File: src/design/lpcfc_pkg.sv
`default_nettype none
package lpcfc_pkg;
	localparam int IN_W = 20;
	localparam int CAM_W = 22;
	localparam int ACC_W = 48;
	localparam int CFG_IDX_W = 3;
	localparam int CFG_DATA_W = 64;

	localparam logic [CFG_IDX_W-1:0] REG_ROW_X = 3'd0;
	localparam logic [CFG_IDX_W-1:0] REG_ROW_Y = 3'd1;
	localparam logic [CFG_IDX_W-1:0] REG_ROW_Z = 3'd2;
	localparam logic [CFG_IDX_W-1:0] REG_CUTOFF = 3'd3;
	localparam logic [CFG_IDX_W-1:0] REG_WIDTH = 3'd4;
	localparam logic [CFG_IDX_W-1:0] REG_HEIGHT = 3'd5;
	localparam logic [CFG_IDX_W-1:0] REG_FX = 3'd6;
	localparam logic [CFG_IDX_W-1:0] REG_FY = 3'd7;

	localparam logic [CAM_W-1:0] RANGE_MAX = {CAM_W{1'b1}};

	typedef struct packed {
		logic start;
		logic [45:0] value;
	} sqrt_req_t;

	typedef struct packed {
		logic done;
		logic [22:0] root;
	} sqrt_rsp_t;
endpackage
`default_nettype wire

File: src/design/lpcfc_sqrt.sv
`default_nettype none
module lpcfc_sqrt (
	input  wire logic                  clk,
	input  wire logic                  arst_n,
	input  wire lpcfc_pkg::sqrt_req_t  req,
	output lpcfc_pkg::sqrt_rsp_t       rsp
);
	import lpcfc_pkg::*;

	logic [45:0] rem_q;
	logic [22:0] res_q;
	logic [4:0]  step_q;
	logic        busy_q;
	logic        done_q;
	logic [47:0] trial;
	logic [47:0] rem_ext;

	always_comb begin
		trial   = {23'd0, res_q, 2'b01} << {step_q, 1'b0};
		rem_ext = {2'd0, rem_q};
	end

	always_ff @(posedge clk or negedge arst_n) begin
		if (!arst_n) begin
			busy_q <= 1'b0;
			done_q <= 1'b0;
			step_q <= '0;
		end else begin
			done_q <= 1'b0;
			if (req.start) begin
				busy_q <= 1'b1;
				step_q <= 5'd22;
			end else if (busy_q) begin
				if (step_q == 5'd0) begin
					busy_q <= 1'b0;
					done_q <= 1'b1;
				end else begin
					step_q <= step_q - 5'd1;
				end
			end
		end
	end

	always_ff @(posedge clk) begin
		if (req.start) begin
			rem_q <= req.value;
			res_q <= '0;
		end else if (busy_q) begin
			if (rem_ext >= trial) begin
				rem_q <= 46'(rem_ext - trial);
				res_q <= {res_q[21:0], 1'b1};
			end else begin
				res_q <= {res_q[21:0], 1'b0};
			end
		end
	end

	assign rsp = {done_q, res_q};
endmodule
`default_nettype wire

File: src/design/lidar_point_camera_frustum_cull.sv
// A new point is accepted only in ST_IDLE, after the previous one has left ST_OUT;
// a point that the cut-off or field-of-view test rejects does not wait for the root unit.
// The shared 23x23 multiplier runs 16 products in turn, then the root unit runs 23
// steps, one per cycle.
// A result still waiting in the output register holds the next point in ST_OUT.
// Reset (arst_n low) restores the identity transform, default camera, cleared statistics.
`default_nettype none
module lidar_point_camera_frustum_cull (
	input  wire logic        clk,
	input  wire logic        arst_n,
	input  wire logic        cfg_we,
	input  wire logic [2:0]  cfg_index,
	input  wire logic [63:0] cfg_data,
	input  wire logic        s_tvalid,
	output logic             s_tready,
	// lidar_x, lidar_y, lidar_z, then 4 zero bits
	input  wire logic [63:0] s_tdata,
	// frame_start
	input  wire logic        s_tuser,
	output logic             m_tvalid,
	input  wire logic        m_tready,
	// accepted, cam_x, cam_y, cam_z, point_range, frame_min_range,
	// frame_max_range, frame_has_points, then 2 zero bits
	output logic [135:0]     m_tdata
);
	import lpcfc_pkg::*;

	typedef enum logic [6:0] {
		ST_IDLE = 7'b0000001,
		ST_MUL  = 7'b0000010,
		ST_SAT  = 7'b0000100,
		ST_FOV  = 7'b0001000,
		ST_SQ   = 7'b0010000,
		ST_ROOT = 7'b0100000,
		ST_OUT  = 7'b1000000
	} state_t;

	state_t state_q;
	logic [63:0] row_q [3];
	logic [7:0]  cut_q;
	logic [12:0] w_q, h_q;
	logic [15:0] fx_q, fy_q;
	logic [21:0] min_q, max_q;
	logic        any_q;

	logic signed [19:0] lx_q, ly_q, lz_q;
	logic        fs_q;
	logic [3:0]  k_q;
	logic signed [47:0] acc_q;
	logic signed [47:0] prod_s1;
	logic signed [21:0] cam_q [3];
	logic [47:0] sq_q;
	logic [47:0] lhs_q, rhs_q;
	logic        pass_q, acc_ok_q, inrange_q;
	logic [21:0] range_q;
	logic [135:0] out_q;
	logic        ovalid_q;

	logic signed [22:0] ma, mb;
	logic signed [45:0] mprod;
	logic [1:0] row_i;
	logic [1:0] col_i;
	logic [15:0] coef;
	logic signed [47:0] rounded;
	logic signed [21:0] satv;
	logic [21:0] absx, absy;
	sqrt_req_t sreq;
	sqrt_rsp_t srsp;
	logic [21:0] rng_sat;
	logic [21:0] nmin, nmax;
	logic        nany, fin_acc;

	function automatic logic [21:0] mag22(input logic signed [21:0] v);
		return v[21] ? 22'(-v) : 22'(v);
	endfunction

	// k 0..8: matrix terms, 9..12: fov products, 13..15: squares
	always_comb begin
		unique case (k_q) inside
			4'd0, 4'd1, 4'd2: row_i = 2'd0;
			4'd3, 4'd4, 4'd5: row_i = 2'd1;
			default: row_i = 2'd2;
		endcase
		unique case (k_q) inside
			4'd0, 4'd3, 4'd6: col_i = 2'd0;
			4'd1, 4'd4, 4'd7: col_i = 2'd1;
			default: col_i = 2'd2;
		endcase
		coef  = row_q[row_i][63-16*col_i -: 16];
		absx  = mag22(cam_q[0]);
		absy  = mag22(cam_q[1]);
		ma = '0;
		mb = '0;
		if (k_q < 4'd9) begin
			ma = 23'(signed'(coef));
			mb = (col_i == 2'd0) ? 23'(lx_q) : (col_i == 2'd1) ? 23'(ly_q) : 23'(lz_q);
		end else begin
			unique case (k_q)
				4'd9:  begin ma = signed'({1'b0, absx}); mb = signed'({6'd0, fx_q, 1'b0}); end
				4'd10: begin ma = signed'({1'b0, cam_q[2]}); mb = signed'({10'd0, w_q}); end
				4'd11: begin ma = signed'({1'b0, absy}); mb = signed'({6'd0, fy_q, 1'b0}); end
				4'd12: begin ma = signed'({1'b0, cam_q[2]}); mb = signed'({10'd0, h_q}); end
				4'd13: begin ma = signed'({1'b0, absx}); mb = signed'({1'b0, absx}); end
				4'd14: begin ma = signed'({1'b0, absy}); mb = signed'({1'b0, absy}); end
				4'd15: begin ma = signed'({1'b0, mag22(cam_q[2])}); mb = signed'({1'b0, mag22(cam_q[2])}); end
				default: ;
			endcase
		end
		mprod = ma * mb;
		rounded = (acc_q + 48'sd8192) >>> 14;
		if (rounded > 48'sd2097151) satv = 22'sd2097151;
		else if (rounded < -48'sd2097152) satv = -22'sd2097152;
		else satv = 22'(rounded);
	end

	always_ff @(posedge clk) begin
		prod_s1 <= 48'(mprod);
	end

	always_ff @(posedge clk or negedge arst_n) begin
		if (!arst_n) begin
			row_q[0] <= 64'd4611686018427387904;
			row_q[1] <= 64'd70368744177664;
			row_q[2] <= 64'd1073741824;
			cut_q <= 8'd50;
			w_q <= 13'd1920;
			h_q <= 13'd1080;
			fx_q <= 16'd1000;
			fy_q <= 16'd1000;
		end else if (cfg_we) begin
			unique case (cfg_index)
				REG_ROW_X:  row_q[0] <= cfg_data;
				REG_ROW_Y:  row_q[1] <= cfg_data;
				REG_ROW_Z:  row_q[2] <= cfg_data;
				REG_CUTOFF: cut_q <= cfg_data[7:0];
				REG_WIDTH:  w_q <= cfg_data[12:0];
				REG_HEIGHT: h_q <= cfg_data[12:0];
				REG_FX:     fx_q <= cfg_data[15:0];
				REG_FY:     fy_q <= cfg_data[15:0];
				default: ;
			endcase
		end
	end

	logic [3:0] sub_q;

	always_comb begin
		sreq.start = (state_q == ST_SQ) && (sub_q == 4'd5);
		sreq.value = 46'(sq_q + prod_s1);
		rng_sat = srsp.root[22] ? RANGE_MAX : srsp.root[21:0];
		fin_acc = inrange_q && acc_ok_q;
		nmin = fs_q ? RANGE_MAX : min_q;
		nmax = fs_q ? 22'd0 : max_q;
		nany = fs_q ? 1'b0 : any_q;
		if (fin_acc) begin
			if (range_q < nmin) nmin = range_q;
			if (range_q > nmax) nmax = range_q;
			nany = 1'b1;
		end
	end

	lpcfc_sqrt u_sqrt (.clk(clk), .arst_n(arst_n), .req(sreq), .rsp(srsp));

	always_ff @(posedge clk or negedge arst_n) begin
		if (!arst_n) begin
			state_q  <= ST_IDLE;
			ovalid_q <= 1'b0;
			min_q    <= RANGE_MAX;
			max_q    <= '0;
			any_q    <= 1'b0;
			k_q      <= '0;
			sub_q    <= '0;
		end else begin
			if (state_q == ST_OUT && (!ovalid_q || m_tready)) ovalid_q <= 1'b1;
			else if (m_tready) ovalid_q <= 1'b0;
			unique case (state_q)
				ST_IDLE: if (s_tvalid && s_tready) begin
					k_q <= '0;
					sub_q <= '0;
					state_q <= ST_MUL;
				end
				ST_MUL: begin
					// odd sub: product registered, accumulate
					sub_q <= sub_q + 4'd1;
					if (sub_q[0]) begin
						if (col_i == 2'd2) state_q <= ST_SAT;
						else k_q <= k_q + 4'd1;
					end
				end
				ST_SAT: begin
					if (k_q == 4'd8) begin
						k_q <= 4'd9;
						sub_q <= '0;
						state_q <= ST_FOV;
					end else begin
						k_q <= k_q + 4'd1;
						sub_q <= '0;
						state_q <= ST_MUL;
					end
				end
				ST_FOV: begin
					sub_q <= sub_q + 4'd1;
					if (sub_q[0]) begin
						if (k_q == 4'd12) begin
							k_q <= 4'd13;
							sub_q <= '0;
							state_q <= ST_SQ;
						end else k_q <= k_q + 4'd1;
					end
				end
				ST_SQ: begin
					sub_q <= sub_q + 4'd1;
					if (sub_q[0] && k_q != 4'd15) k_q <= k_q + 4'd1;
					if (sub_q == 4'd5) state_q <= ST_ROOT;
				end
				ST_ROOT: if (srsp.done || !fin_acc) state_q <= ST_OUT;
				ST_OUT: if (!ovalid_q || m_tready) begin
					min_q <= nmin;
					max_q <= nmax;
					any_q <= nany;
					state_q <= ST_IDLE;
				end
				default: state_q <= ST_IDLE;
			endcase
		end
	end

	always_ff @(posedge clk) begin
		unique case (state_q)
			ST_IDLE: begin
				lx_q <= signed'(s_tdata[19:0]);
				ly_q <= signed'(s_tdata[39:20]);
				lz_q <= signed'(s_tdata[59:40]);
				fs_q <= s_tuser;
				inrange_q <= !s_tdata[19] &&
					({12'd0, s_tdata[19:0]} <= 32'(cut_q) * 32'd1000);
				acc_q <= 48'(signed'(row_q[0][15:0])) <<< 14;
			end
			ST_MUL: if (sub_q[0]) acc_q <= acc_q + prod_s1;
			ST_SAT: begin
				cam_q[row_i] <= satv;
				if (k_q != 4'd8) acc_q <= 48'(signed'(row_q[row_i + 2'd1][15:0])) <<< 14;
			end
			ST_FOV: if (sub_q[0]) begin
				unique case (k_q)
					4'd9:  lhs_q <= prod_s1;
					4'd10: pass_q <= !cam_q[2][21] && cam_q[2] != 0 && lhs_q <= prod_s1;
					4'd11: lhs_q <= prod_s1;
					default: pass_q <= pass_q && lhs_q <= prod_s1;
				endcase
			end
			ST_SQ: begin
				if (sub_q == 4'd0) begin
					acc_ok_q <= pass_q || (cam_q[0] == 0 && cam_q[1] == 0 && cam_q[2] == 0);
					sq_q <= '0;
				end
				if (sub_q[0]) sq_q <= sq_q + prod_s1;
			end
			ST_ROOT: range_q <= fin_acc ? rng_sat : 22'd0;
			ST_OUT: if (!ovalid_q || m_tready) begin
				out_q <= {2'd0, nany, nmax, nmin, range_q,
					inrange_q ? cam_q[2] : 22'd0, inrange_q ? cam_q[1] : 22'd0,
					inrange_q ? cam_q[0] : 22'd0, fin_acc};
			end
			default: ;
		endcase
	end

	assign s_tready = (state_q == ST_IDLE);
	assign m_tvalid = ovalid_q;
	assign m_tdata  = out_q;

	assert property (@(posedge clk) disable iff (!arst_n) $onehot(state_q));
	assert property (@(posedge clk) disable iff (!arst_n)
		m_tvalid && !m_tready |=> m_tvalid && $stable(m_tdata));
	assert property (@(posedge clk) disable iff (!arst_n)
		s_tvalid && s_tready |=> !s_tready);
endmodule
`default_nettype wire

File: config.mk
export PLATFORM = sky130hd
export DESIGN_NAME = lidar_point_camera_frustum_cull
export DESIGN_NICKNAME = d
export VERILOG_FILES = /design/src/design/lpcfc_pkg.sv /design/src/design/lpcfc_sqrt.sv /design/src/design/lidar_point_camera_frustum_cull.sv
export SDC_FILE = /design/constraint.sdc
export NUM_CORES = 2
export LEC_CHECK = 0
export BUFFER_PORTS_ARGS = -buffer_cell sky130_fd_sc_hd__buf_2
export CORE_MARGIN = 4
export CORE_UTILIZATION = 60
export DETAILED_ROUTE_END_ITERATION = 10
export PLACE_DENSITY = 0.78
export SLEW_MARGIN = 20
export SYNTH_ARGS = -nofsm -noshare
export SYNTH_HDL_FRONTEND = slang
export SYNTH_HIERARCHICAL = 1
export SYNTH_SLANG_ARGS = --single-unit
export TNS_END_PERCENT = 100
File: constraint.sdc
create_clock -name clk -period 24.9 [get_ports clk]
set_input_delay 3.735 -clock clk [delete_from_list [all_inputs] [get_ports clk]]
set_output_delay 3.735 -clock clk [all_outputs]
set_load 0.01 [all_outputs]
==> flow_summary.toml <==
[final_layout]
nets = 8143
final_util_pct = 65.8
drive_gt1_share_pct = 13.4
syn_to_final_growth_pct = 9.17

[synthesis]
yosys-top-cells-count = "888 x inv_1, 626 x nor2_1, 589 x fa_1, 573 x nand2_1, 472 x edfxtp_1"
synth_top_area_cell = "edfxtp_1"
syn_area_per_cell_um2 = 10.1
ys_warn_count = 6
syn_area_um2 = 68800
ys_seq_area_share_pct = 34.5
yosysUniqueCellTypes = 106
synth.area.top_cells = "edfxtp_1 21%, fa_1 17%, dfrtp_1 10%"
synthCells = 6839
ys_seq_elements = 867
synth.top_cell.area_share_pct = 20.6
synth_most_common_cell = "inv_1"
synth_flop_cell = "edfxtp_1"
synth_edf_count = 472
async_flop_share_pct = 37.6

[clock_network]
cts_tree = "built"
holdBufCountCts = 0
post_cts_buffers = 0
cts.sink_count = 867
cts.path.max_buffers = 3
cts_made_buffers = 91
clkSlewWorstSetupHoldPaths_ns = 0.06
cts_max_level = 3
clkLatencyLatePin_ns = 0.72
cts_resized = 0
cts-root-buf = "clkbuf_16"

[sta]
final_hold_viol_count = 0
fin_crit_ns = 12.03
fin_crit_sh_pct = 48.3
setup_tns_ns = 0
final_max_slew_viol_count = 0
setup_violations = 0
rsz0062_at_grt = "false"
clock_skew_ns = 0.0445
clock.fmax_mhz = 83.1
maxSlewHeadroom_pct = 16.5
worst_slew_pin_slew_ns = 1.25

[floorplan]
ios = 275
die_h_um = 347
rows = 124
fp.coreArea_um2 = 114000
die-area_um2 = 120000
start_util_pct = 60.3
die_w_um = 347

[worst_setup_path]
crit_fanout = 27
arrival_ns = 12.65
max_stage_delay_ns = 0.83
reg2reg_from = "k_q[0]$_DFFE_PN0P_"
critical_path_class = "reg2reg"
cpMaxStageDelayCell = "and2_1"
setup.worst_path.start_class = "flip-flop"
regToRegSetupSlack_ns = 12.87
reg2reg_to = "prod_s1[45]$_DFF_P_"
crit_required_ns = 25.52
reg2reg_depth = 34
crit_path_end_kind = "flip-flop"
critPathMostFrequentCell = "fa_1"

[global_routing]
grt_usage_pct = 33.1
overflow = 0
grt_pass1_vias = 53000
grt_max_degree = 76
grt_pass1_wl_um = 309000
antenna_found_initial = 22

[route]
dr_total_vias = 52700
wl_met1_um = 78600
drc = 0
ant_nets = 0
drtPass1Iterations = 7
wl_met3_um = 21200
via_per_inst = 6.13
drt_iter0_markers = 5514
routed_wirelength_um = 200000
dr_wl_met2_um = 91100
highest-signal-layer = "met5"
routedWlPerCell_um = 23.3

[min_path]
hold_path_end = "fy_q[10]$_DFFE_PN0P_"
hp-start = "fy_q[10]$_DFFE_PN0P_"
hold_class = "reg2reg"
holdPathStages = 1

[flow_run]
max_cap_violations = 0

[place]
gp_congestion = 0.997
place_hpwl_um = 150000
port_buffers = 268

[status]
status = "finished, final reports clean"
registers in the layout, indices dropped and copies added, names as in the netlist, 5 cells and up:
| register | count |
|---|---|
| fx_q | 16 |
| acc_q | 48 |
| h_q | 13 |
| range_q | 22 |
| lhs_q | 46 |
| row_q | 192 |
| prod_s1 | 46 |
| max_q | 22 |
| lx_q | 20 |
| state_q | 7 |
| cam_q | 66 |
| u_sqrt/res_q | 23 |
| u_sqrt/step_q | 5 |
| sq_q | 46 |
| ly_q | 20 |
| fy_q | 16 |
| min_q | 22 |
| u_sqrt/rem_q | 46 |
| m_tdata | 134 |
| cut_q | 8 |
| w_q | 13 |
| lz_q | 20 |
layer usage:
layer / up-vias / GRT usage [%]
met3: 550 / 8.79
met1: 26100 / 44.7
met2: 2533 / 51.4
met4: 4 / 13.4
met5: - / 0
li1: 23500 / -
cell usage in the layout, fill, tap and decap left out, types with 44 or more instances in the layout:
cell type	count
a21o_1	133
buf_4	106
ha_1	416
nor3_1	74
xor2_1	132
buf_2	267
inv_1	887
clkbuf_16	97
xnor2_1	138
dfrtp_1	277
dfstp_2	49
a21oi_1	284
nand2b_1	88
nand4_1	55
and3_1	44
nand3_1	61
mux2i_1	145
nand2_1	572
mux2_2	280
nor2_1	620
edfxtp_1	472
fa_1	589
dfxtp_1	69
o21ai_0	307
and2_1	154
a211oi_1	71
cells by family (layout without fill, tap and decap cells):
logic type | Yosys count | after routing | share of synthesized area [%]
AO/OA/AOI/OAI | 1220 | 1220 | 11.5
XOR/XNOR | 270 | 270 | 3.43
adder cells (fa/ha/maj) | 1005 | 1005 | 24.7
buffers and inverters | 1199 | 1439 | 6.61
flip-flops | 867 | 867 | 34.5
multiplexers | 430 | 430 | 6.85
other | 1 | 12 | 0.00545
AND/OR/NAND/NOR | 1847 | 1847 | 12.4
cell type report:
type,count,area [µm²]
Multi-Input combinational cell,4774,40900
Antenna cell,10,25.0
Clock inverter,40,429
Inverter,893,3350
Sequential cell,867,23800
Timing Repair Buffer,374,2150
Clock buffer,132,2650
Tap cell,1512,1890
Fill cell,8879,39000
worst max-delay path: cells and delay by family, from the launching register on:
kind	cells	cell delay [ns]
buf+inv	7	0.99
fa+ha+maj	9	4.33
simple gates	4	1.98
xor+xnor	1	0.13
compound gates	12	3.86
flops	1	0.41
mux	1	0.16
metrics by stage:
step	hold slack [ns]	setup WS, ns	instances	instance area [µm²]
after global routing	0.518	12.40	8600	75200
after detailed placement	0.494	13.25	8420	72000
after CTS	0.509	13.17	8592	75100
after global placement	0.487	13.34	8420	72000
final	0.506	12.87	8602	75200
after floorplan	0.463	13.65	6840	68800
worst max path at each step:
stage / startpoint / to / slack, ns / depth (start not counted)
after floorplan: m_tready / min_q[10]$_DFFE_PN1P_ / 13.65 / 6
after global placement: k_q[0]$_DFFE_PN0P_ / prod_s1[44]$_DFF_P_ / 13.34 / 35
after detailed placement: k_q[0]$_DFFE_PN0P_ / prod_s1[44]$_DFF_P_ / 13.25 / 35
after CTS: k_q[0]$_DFFE_PN0P_ / prod_s1[45]$_DFF_P_ / 13.17 / 34
after global routing: k_q[0]$_DFFE_PN0P_ / prod_s1[44]$_DFF_P_ / 12.40 / 35
final: k_q[0]$_DFFE_PN0P_ / prod_s1[45]$_DFF_P_ / 12.87 / 34
Power is left out: the tool's default activity adds up to more than one toggle a clock period on the data nets, which glitch-free logic cannot reach.
